[config.mk]
export PLATFORM = sky130hd
export DESIGN_NAME = wait_for_graph_deadlock_detector_core
export DESIGN_NICKNAME = d
export VERILOG_FILES = /design/src/hw/rtl/wfgdd_pkg.sv /design/src/hw/rtl/wait_for_graph_deadlock_detector_core.sv /design/src/hw/rtl/wfgdd_table.sv /design/src/hw/rtl/wfgdd_walk_unit.sv
export SDC_FILE = /design/constraint.sdc
export NUM_CORES = 1
export LEC_CHECK = 0
export BUFFER_PORTS_ARGS = -buffer_cell sky130_fd_sc_hd__buf_4
export CORE_MARGIN = 5
export CORE_UTILIZATION = 40
export DETAILED_ROUTE_END_ITERATION = 12
export GPL_TIMING_DRIVEN = 0
export PLACE_DENSITY_LB_ADDON = 0.12
export SETUP_SLACK_MARGIN = 0.1
export SYNTH_ARGS = -nofsm -noshare
export SYNTH_HDL_FRONTEND = slang
export SYNTH_SLANG_ARGS = --single-unit
[constraint.sdc]
create_clock -name clk -period 7.7 [get_ports clk]
set_input_delay 1.925 -clock clk [delete_from_list [all_inputs] [get_ports clk]]
set_output_delay 1.925 -clock clk [all_outputs]
set_load 0.02 [all_outputs]
[src/hw/rtl/wfgdd_pkg.sv]
package wfgdd_pkg;

  // Field widths fixed by the item formats
  localparam int ID_W  = 4;
  localparam int CNT_W = 5;
  // Thread ids are four bits wide, so no more than this many entries are reachable
  localparam int MAX_IDS = 1 << ID_W;

  // Request codes
  localparam logic REQ_UPDATE = 1'b0;
  localparam logic REQ_DETECT = 1'b1;

  typedef struct packed {
    logic            req_type;
    logic [ID_W-1:0] thread_id;
    logic            present;
    logic            blocked;
    logic            waiting;
    logic            owner_valid;
    logic [ID_W-1:0] owner_id;
  } req_item_t;

  typedef struct packed {
    logic [ID_W-1:0]  member_id;
    logic             found;
    logic [CNT_W-1:0] member_count;
    logic [CNT_W-1:0] num_blocked;
    logic             last;
  } rsp_item_t;

  // One thread table entry
  typedef struct packed {
    logic            present;
    logic            blocked;
    logic            waiting;
    logic            owner_valid;
    logic [ID_W-1:0] owner;
  } entry_t;

  // Decision of one walk step
  typedef struct packed {
    logic            stop;     // path ends here
    logic            hit;      // path closed on itself
    logic [ID_W-1:0] next_id;  // successor when the walk goes on
  } walk_res_t;

endpackage

[src/hw/rtl/wait_for_graph_deadlock_detector_core.sv]
// Update item: writes its entry if in range, no result; next item can be taken the cycle after.
// Detect item: one pass over the table to count blocked threads, then the start scan
// plus walk steps through the one table read port, then, if a cycle was found, a pass
// over the entries to emit marked members, then the summary. No new item is taken
// until the summary is loaded; the result side can stall the emit and summary steps.
// Synchronous reset clears the thread table, the marks and the sequencer.
module wait_for_graph_deadlock_detector_core #(
  parameter int NUM_THREADS = 16
) (
  input  logic                 clk,
  input  logic                 rst,
  input  logic                 req_valid,
  output logic                 req_stall,
  input  wfgdd_pkg::req_item_t req,
  output logic                 rsp_valid,
  input  logic                 rsp_stall,
  output wfgdd_pkg::rsp_item_t rsp
);

  localparam int ENTRIES = (NUM_THREADS < wfgdd_pkg::MAX_IDS) ? NUM_THREADS
                                                               : wfgdd_pkg::MAX_IDS;
  localparam int EW = $clog2(ENTRIES);
  localparam int CW = $clog2(ENTRIES + 1);

  typedef enum logic [5:0] {
    S_IDLE  = 6'b000001,
    S_COUNT = 6'b000010,
    S_START = 6'b000100,
    S_WALK  = 6'b001000,
    S_EMIT  = 6'b010000,
    S_SUM   = 6'b100000
  } state_t;

  state_t                          state;
  logic   [CW-1:0]                 scan;
  logic   [EW-1:0]                 cur;
  logic   [ENTRIES-1:0]            visited;
  logic   [ENTRIES-1:0]            on_path;
  logic   [wfgdd_pkg::CNT_W-1:0]   blocked_cnt;
  logic   [wfgdd_pkg::CNT_W-1:0]   member_cnt;
  logic                            found;

  logic                  accept;
  logic                  wr_en;
  logic [EW-1:0]         rd_addr;
  wfgdd_pkg::entry_t     wr_data;
  wfgdd_pkg::entry_t     rd_data;
  wfgdd_pkg::walk_res_t  step;
  logic                  scan_last;
  logic                  start_ok;
  logic                  marked;
  logic                  out_free;
  logic                  load;
  wfgdd_pkg::rsp_item_t  load_item;

  assign req_stall = (state != S_IDLE);
  assign accept    = req_valid && !req_stall;

  // Table write for update items with an id in range
  assign wr_en = accept && (req.req_type == wfgdd_pkg::REQ_UPDATE)
              && ({1'b0, req.thread_id} < wfgdd_pkg::CNT_W'(ENTRIES));
  always_comb begin
    wr_data.present     = req.present;
    wr_data.blocked     = req.blocked;
    wr_data.waiting     = req.waiting;
    wr_data.owner_valid = req.owner_valid;
    wr_data.owner       = req.owner_id;
  end

  assign rd_addr = (state == S_WALK) ? cur : scan[EW-1:0];

  wfgdd_table #(
    .NUM_ENTRIES(ENTRIES)
  ) u_table (
    .clk     (clk),
    .rst     (rst),
    .wr_en   (wr_en),
    .wr_addr (req.thread_id[EW-1:0]),
    .wr_data (wr_data),
    .rd_addr (rd_addr),
    .rd_data (rd_data)
  );

  wfgdd_walk_unit #(
    .NUM_ENTRIES(ENTRIES)
  ) u_walk (
    .entry   (rd_data),
    .visited (visited[cur]),
    .on_path (on_path[cur]),
    .res     (step)
  );

  assign scan_last = (scan == CW'(ENTRIES - 1));
  assign start_ok  = rd_data.present && rd_data.blocked && rd_data.waiting;
  assign marked    = on_path[scan[EW-1:0]];
  assign out_free  = !rsp_valid || !rsp_stall;

  // Result load: members while emitting, then the summary
  always_comb begin
    load      = 1'b0;
    load_item = '0;
    if (state == S_EMIT && marked && out_free) begin
      load                = 1'b1;
      load_item.member_id = wfgdd_pkg::ID_W'(scan);
      load_item.found     = 1'b1;
    end else if (state == S_SUM && out_free) begin
      load                   = 1'b1;
      load_item.found        = found;
      load_item.member_count = member_cnt;
      load_item.num_blocked  = blocked_cnt;
      load_item.last         = 1'b1;
    end
  end

  // Output register
  always_ff @(posedge clk) begin
    if (rst) begin
      rsp_valid <= 1'b0;
    end else if (load) begin
      rsp_valid <= 1'b1;
    end else if (!rsp_stall) begin
      rsp_valid <= 1'b0;
    end
  end

  always_ff @(posedge clk) begin
    if (load) begin
      rsp <= load_item;
    end
  end

  // Sequencer
  always_ff @(posedge clk) begin
    if (rst) begin
      state       <= S_IDLE;
      scan        <= '0;
      cur         <= '0;
      visited     <= '0;
      on_path     <= '0;
      blocked_cnt <= '0;
      member_cnt  <= '0;
      found       <= 1'b0;
    end else begin
      unique case (state)
        S_IDLE: begin
          if (accept && req.req_type == wfgdd_pkg::REQ_DETECT) begin
            visited     <= '0;
            on_path     <= '0;
            blocked_cnt <= '0;
            member_cnt  <= '0;
            found       <= 1'b0;
            scan        <= '0;
            state       <= S_COUNT;
          end
        end
        S_COUNT: begin
          if (rd_data.present && rd_data.blocked) begin
            blocked_cnt <= blocked_cnt + wfgdd_pkg::CNT_W'(1);
          end
          if (scan_last) begin
            scan  <= '0;
            state <= S_START;
          end else begin
            scan <= scan + CW'(1);
          end
        end
        S_START: begin
          if (start_ok) begin
            cur   <= scan[EW-1:0];
            state <= S_WALK;
          end else if (scan_last) begin
            state <= S_SUM;
          end else begin
            scan <= scan + CW'(1);
          end
        end
        S_WALK: begin
          if (!visited[cur]) begin
            visited[cur] <= 1'b1;
          end
          if (step.hit) begin
            found <= 1'b1;
            scan  <= '0;
            state <= S_EMIT;
          end else if (step.stop) begin
            // failed walk drops its path marks, then tries the next start or, after the last, goes to the summary
            on_path <= '0;
            if (scan_last) begin
              state <= S_SUM;
            end else begin
              scan  <= scan + CW'(1);
              state <= S_START;
            end
          end else begin
            on_path[cur] <= 1'b1;
            cur          <= step.next_id[EW-1:0];
          end
        end
        S_EMIT: begin
          if (!marked || out_free) begin
            if (marked) begin
              member_cnt <= member_cnt + wfgdd_pkg::CNT_W'(1);
            end
            if (scan_last) begin
              state <= S_SUM;
            end else begin
              scan <= scan + CW'(1);
            end
          end
        end
        S_SUM: begin
          if (out_free) begin
            state <= S_IDLE;
          end
        end
        default: begin
          state <= S_IDLE;
        end
      endcase
    end
  end

endmodule

[src/hw/rtl/wfgdd_table.sv]
module wfgdd_table #(
  parameter int NUM_ENTRIES = 16
) (
  input  logic                           clk,
  input  logic                           rst,
  input  logic                           wr_en,
  input  logic [$clog2(NUM_ENTRIES)-1:0] wr_addr,
  input  wfgdd_pkg::entry_t              wr_data,
  input  logic [$clog2(NUM_ENTRIES)-1:0] rd_addr,
  output wfgdd_pkg::entry_t              rd_data
);

  wfgdd_pkg::entry_t entries [NUM_ENTRIES];

  // Single write port, cleared on reset
  always_ff @(posedge clk) begin
    if (rst) begin
      for (int i = 0; i < NUM_ENTRIES; i++) begin
        entries[i] <= '0;
      end
    end else if (wr_en) begin
      entries[wr_addr] <= wr_data;
    end
  end

  // Single read port
  assign rd_data = entries[rd_addr];

endmodule

[src/hw/rtl/wfgdd_walk_unit.sv]
module wfgdd_walk_unit #(
  parameter int NUM_ENTRIES = 16
) (
  input  wfgdd_pkg::entry_t    entry,
  input  logic                 visited,
  input  logic                 on_path,
  output wfgdd_pkg::walk_res_t res
);

  logic owner_ok;
  logic edge_ok;

  // Successor must name a stored entry
  assign owner_ok = {1'b0, entry.owner} < wfgdd_pkg::CNT_W'(NUM_ENTRIES);
  assign edge_ok  = entry.present && entry.waiting && entry.owner_valid && owner_ok;

  // A visited node ends the walk; it closes a cycle only if still on the path
  always_comb begin
    res.stop    = visited || !edge_ok;
    res.hit     = visited && on_path;
    res.next_id = entry.owner;
  end

endmodule
# After elaboration in Yosys (flattened, before gate mapping)
# Memories as Yosys holds them, arrays and structs flattened.
# Cells that the tools add are included.
dict set report word_totals {
  ff_bits 75
  rom_bits 0
  latchBits 0
  ramBits 128
  n_memories 1
  out_inout_bits 18
  inputBits 17
  wordCells 140
}
dict set report op_classes {
  bitwise_logic 4
  mux 58
  div 0
  add_sub_neg 3
  multipliers 0
  n_reduce_logical 35
  n_eq_ne 22
  shifts 0
  n_lt_le_gt_ge 3
}
# name words width read_ports rd_ports_with_merged_regs write_ports line
set mem_list {}
lappend mem_list {u_table.entries 16 8 1 0 16 wfgdd_table.sv:13} ;# wfgdd_pkg::entry_t entries [NUM_ENTRIES];
# cell n
set op_table {}
lappend op_table {{two-way mux 16 bit} 4}
lappend op_table {{one-hot mux 16 bit (2 select lines)} 2}
lappend op_table {{two-way mux 6 bit} 9}
lappend op_table {{two-way mux 5 bit} 10}
lappend op_table {{one-hot mux 6 bit (6 select lines)} 1}
lappend op_table {{OR 16 bit} 2}
lappend op_table {{one-hot mux 5 bit (5 select lines)} 1}
lappend op_table {{!= test 2 bit, second input constant} 11}
lappend op_table {{two-way mux 4 bit} 5}
lappend op_table {{one-hot mux 5 bit (2 select lines)} 2}
lappend op_table {{two-way mux 1 bit} 16}
lappend op_table {{adder 5 x 1 -> 5 bit, second input constant} 3}
lappend op_table {{binary-select mux 1 bit (select 4 bit)} 3}
lappend op_table {{logical AND 1 bit} 12}
lappend op_table {{two-way mux 12 bit} 1}
lappend op_table {{AND reduction 3 bit} 4}
lappend op_table {{< comparator 4 x 5 -> 1 bit, second input constant} 2}
lappend op_table {{AND reduction 5 bit} 2}
lappend op_table {{two-way mux 8 bit} 1}
lappend op_table {{one-hot mux 4 bit (2 select lines)} 1}
lappend op_table {{AND reduction 4 bit} 2}
lappend op_table {{nonzero test 2 bit} 4}
lappend op_table {{OR reduction 8 bit} 1}
lappend op_table {{== test 6 x 1 -> 1 bit, second input constant} 1}
lappend op_table {{17 further kinds} 25}

# Logic depth before layout (Yosys ltp)
# An unclocked memory read counts as a cell.
dict set report logic_depth {
  depth_word 10
  ltp_mapped 13
  ltp_nobuf 9
}

# Hierarchy
# Synthesis repeated with hierarchy kept, for this count alone.
dict set report hier_totals {
  hier_cells 785
  area_unflattened_um2 9570.4
}
# mod area_per_inst_um2 n_inst cells_each seq_area_each_um2
set modules_own_cells {}
lappend modules_own_cells {wfgdd_table 5861.9 1 375 3843.7}
lappend modules_own_cells {wait_for_graph_deadlock_detector_core 3662.3 1 404 1661.6}
lappend modules_own_cells {wfgdd_walk_unit 46.3 1 6 0.0}

# Worst setup path before layout
# OpenSTA, ideal clock, no wires.
dict set report synth_timing {
  path_kind {in2reg}
  start {input req[12] in the netlist's numbering}
  end {memory u_table.entries[1][0] in the netlist's numbering, enable pin}
  slack_ns 3.645
  t_arrival_ns 3.671
  n_path_buf 1
  cell_stages 4
  path_cell_list {nor4b_1 > or3b_2 > clkbuf_1 > o21ai_0}
}
# item line
set synth_rtl {}
lappend synth_rtl {{from (decl)} wait_for_graph_deadlock_detector_core.sv:14} ;# input wfgdd_pkg::req_item_t req,
lappend synth_rtl {{to (decl)} wfgdd_table.sv:13}

==> impl_metrics.ini <==
[sta]
rsz0062_at_grt = no
fin_skew_ns = 0.0156
final-hold-violation-count = 0
worst_pin_slew_ns = 1.32
maxSlewViolCount = 0
min_period_ns = 4.60
fin_crit_sh = 0.598
whs_ns = 0.456
setup_violations = 0
finalSetupTns_ns = 0
fmax_mhz = 217
max_slew_margin = 0.114

[pwr]
peakVddDrop_mv = 0.176
p_comb_frac = 0.060
net-switching-power_mw = 0.559
swShare = 0.219
power_mw = 2.55
p_clk_frac = 0.467
power_leakage_nw = 4.09
p_per_area_nw_per_um2 = 223
p_int_mw = 1.99
power_frac_seq = 0.473

[grt]
antenna_found_initial = 0
first_global_vias = 6973
grt_usage = 0.197
grt_max_degree = 17
overflow = 0
grt_pass1_wl_um = 42900

[finish]
diodes = 0
nNetsFinal = 965
seqCellArea_um2 = 5510
final_area_um2 = 11400
syn_to_final_growth_pct = 15.1
multi_input_area_um2 = 4170
drive_above_1_share = 0.139
nFillCells = 2307

[synthesis]
synth_top_area_share = 0.436
avgSynthCellArea_um2 = 11.2
synthTopCellsByArea = edfxtp_1 (44%), dfxtp_1 (12%), and2_1 (9.3%)
ys_seq_elements = 203
synth-seq-area-share = 0.555
async_flop_share = 0
yosys.cell_count.top_type = and2_1
synth_cells = 883
syn_nets = 904
synth_top_cell_by_area = edfxtp_1
synth_edf_count = 144
synthFlopType = edfxtp_1
yosysWarnings = 0
netlist_area_um2 = 9930
synthDistinctLibCells = 79
synth_common_cells = and2_1 (147), edfxtp_1 (144), nor2_1 (75), dfxtp_1 (59), nand2_1 (53)

[route]
drt-initial-drc-count = 531
drc = 0
vias = 7114
antenna_left = 0
dr.pass1.iters = 7
avgViaCountPerCell = 5.54
routed_wl_um = 28000
wl_per_cell_um = 21.8

[cts]
cts_buffers = 23
htreeDepth = 1
cts_tree = done
post_cts_buffers = 0
cts_resized = 0
hold_buffers = 0
clk_pin_slew_ns = 0.06
clkSinkCount = 203
clock_path_buffers = 3
clk_latency_ns = 0.51
cts-root-buf = clkbuf_16

[critical_path]
r2r-start = state[5]
worstPathMaxFanout = 9
rr_endpoint = cur[3]
path_cells = buf_4 -> nor4b_2 -> or3b_2 -> clkbuf_1 -> nor3_1 -> or2_2
critPathKind = in -> reg
slowest_delay_ns = 0.87
crit_path_end_kind = flop
cp_slowest_cell = nor3_1
startpoint = req[12]
arrival_ns = 4.79
cp.required_ns = 7.89
endpoint = u_table.entries[0][4]
rr_worst_depth = 11
rrSetupSlack_ns = 3.56
cp-start-kind = input port

[floorplan]
die_w_um = 168
num_rows = 57
die_h_um = 168
die-area_um2 = 28100
initial_core_util = 0.407
core_area_um2 = 24400
pin_count = 35

[place]
place_area_um2 = 10600
hpwlAfterDp_um = 20000
portBuffers = 34
place.gp.congestion = 0.897

[run_status]
status = complete, no violations

[job]
timing.max_cap.violations = 0

[worst_hold_path]
holdCritStartpoint = found
hp-class = reg -> reg
==> state kept, by name (all words and copies together), names as in the netlist <==
| signal | flops |
|---|---|
| u_table.entries | 128 |
| on_path | 16 |
| rsp | 16 |
| visited | 16 |
| state | 6 |
| blocked_cnt | 5 |
| member_cnt | 5 |
| scan | 5 |
| cur | 4 |
| found | 1 |
| rsp_valid | 1 |
==> through the flow <==
step | instances | worst slack (ns) | utilization
global placement | 1241 | 2.13 | 0.434
detailed placement | 1242 | 2.17 | 0.434
finish | 1284 | 3.10 | 0.468
floorplan | 883 | 3.65 | -
CTS | 1283 | 2.68 | 0.468
global route | 1284 | 2.95 | 0.468
==> how the worst min path moves through the flow <==
stage / to / slack, ns / depth (start not counted)
detailed placement: found / 0.45 / 2
global placement: visited[9] / 0.45 / 1
finish: found / 0.46 / 2
CTS: found / 0.46 / 2
global route: visited[14] / 0.48 / 1
floorplan: visited[0] / 0.43 / 2
==> power by group through the flow <==
stage	Clock [mW]	Combinational (mW)	Sequential, mW
final	1.19	0.153	1.21
after global routing	1.26	0.166	1.21
after CTS	1.21	0.153	1.21
after detailed placement	0	0.153	1.23
after global placement	0	0.152	1.23
after floorplan	0	0.0938	1.22
==> critical path: cells and delay by family <==
kind	cells	cell delay, ns
buffers and inverters	2	0.30
AND/OR/NAND/NOR	4	2.55
==> cell families (layout without fill, tap and decap cells) <==
kind of cell,count (synthesis),after routing,share of synthesized area
mux,46,46,0.0679
compound gates,180,180,0.129
simple gates,385,385,0.213
flops,203,203,0.555
fa+ha+maj,4,4,0.00504
buf+inv,59,136,0.0256
xor+xnor,6,6,0.00529
==> cell type report <==
cell class / instances / area share
multi-input combinational: 621 / 0.365
timing repair buffer: 36 / 0.0234
tap: 324 / 0.0355
sequential: 203 / 0.482
clock buffer: 27 / 0.0517
clock inverter: 14 / 0.0198
buffer: 50 / 0.0193
inverter: 9 / 0.00296
==> per-layer routing <==
layer  global-route usage  share of wire  vias up
li1                     -              -     3389
met1                0.278           0.44     3454
met2                0.317           0.46      221
met3               0.0245          0.062       50
met4               0.0596          0.030        0
met5                    0              0        -
==> cell usage in the layout, fill, tap and decap left out, types with 9 or more instances in the layout <==
cell	netlist	routed
inv_1	9	9
dfxtp_1	59	59
buf_4	1	36
o21ai_0	34	30
a211oi_1	9	9
a21o_1	9	9
a21oi_1	39	39
edfxtp_1	144	144
clkbuf_16	0	23
mux2i_1	28	28
nand2b_1	9	9
buf_2	11	12
nand3_1	21	21
o21a_1	11	11
a311oi_1	11	11
clkbuf_1	34	38
nor2_1	75	75
and2_1	147	147
mux4_2	17	17
nand2_1	53	53
and3_1	16	16
nor3_1	11	11
a31oi_1	11	11
Power figures use the tool's default switching activity.
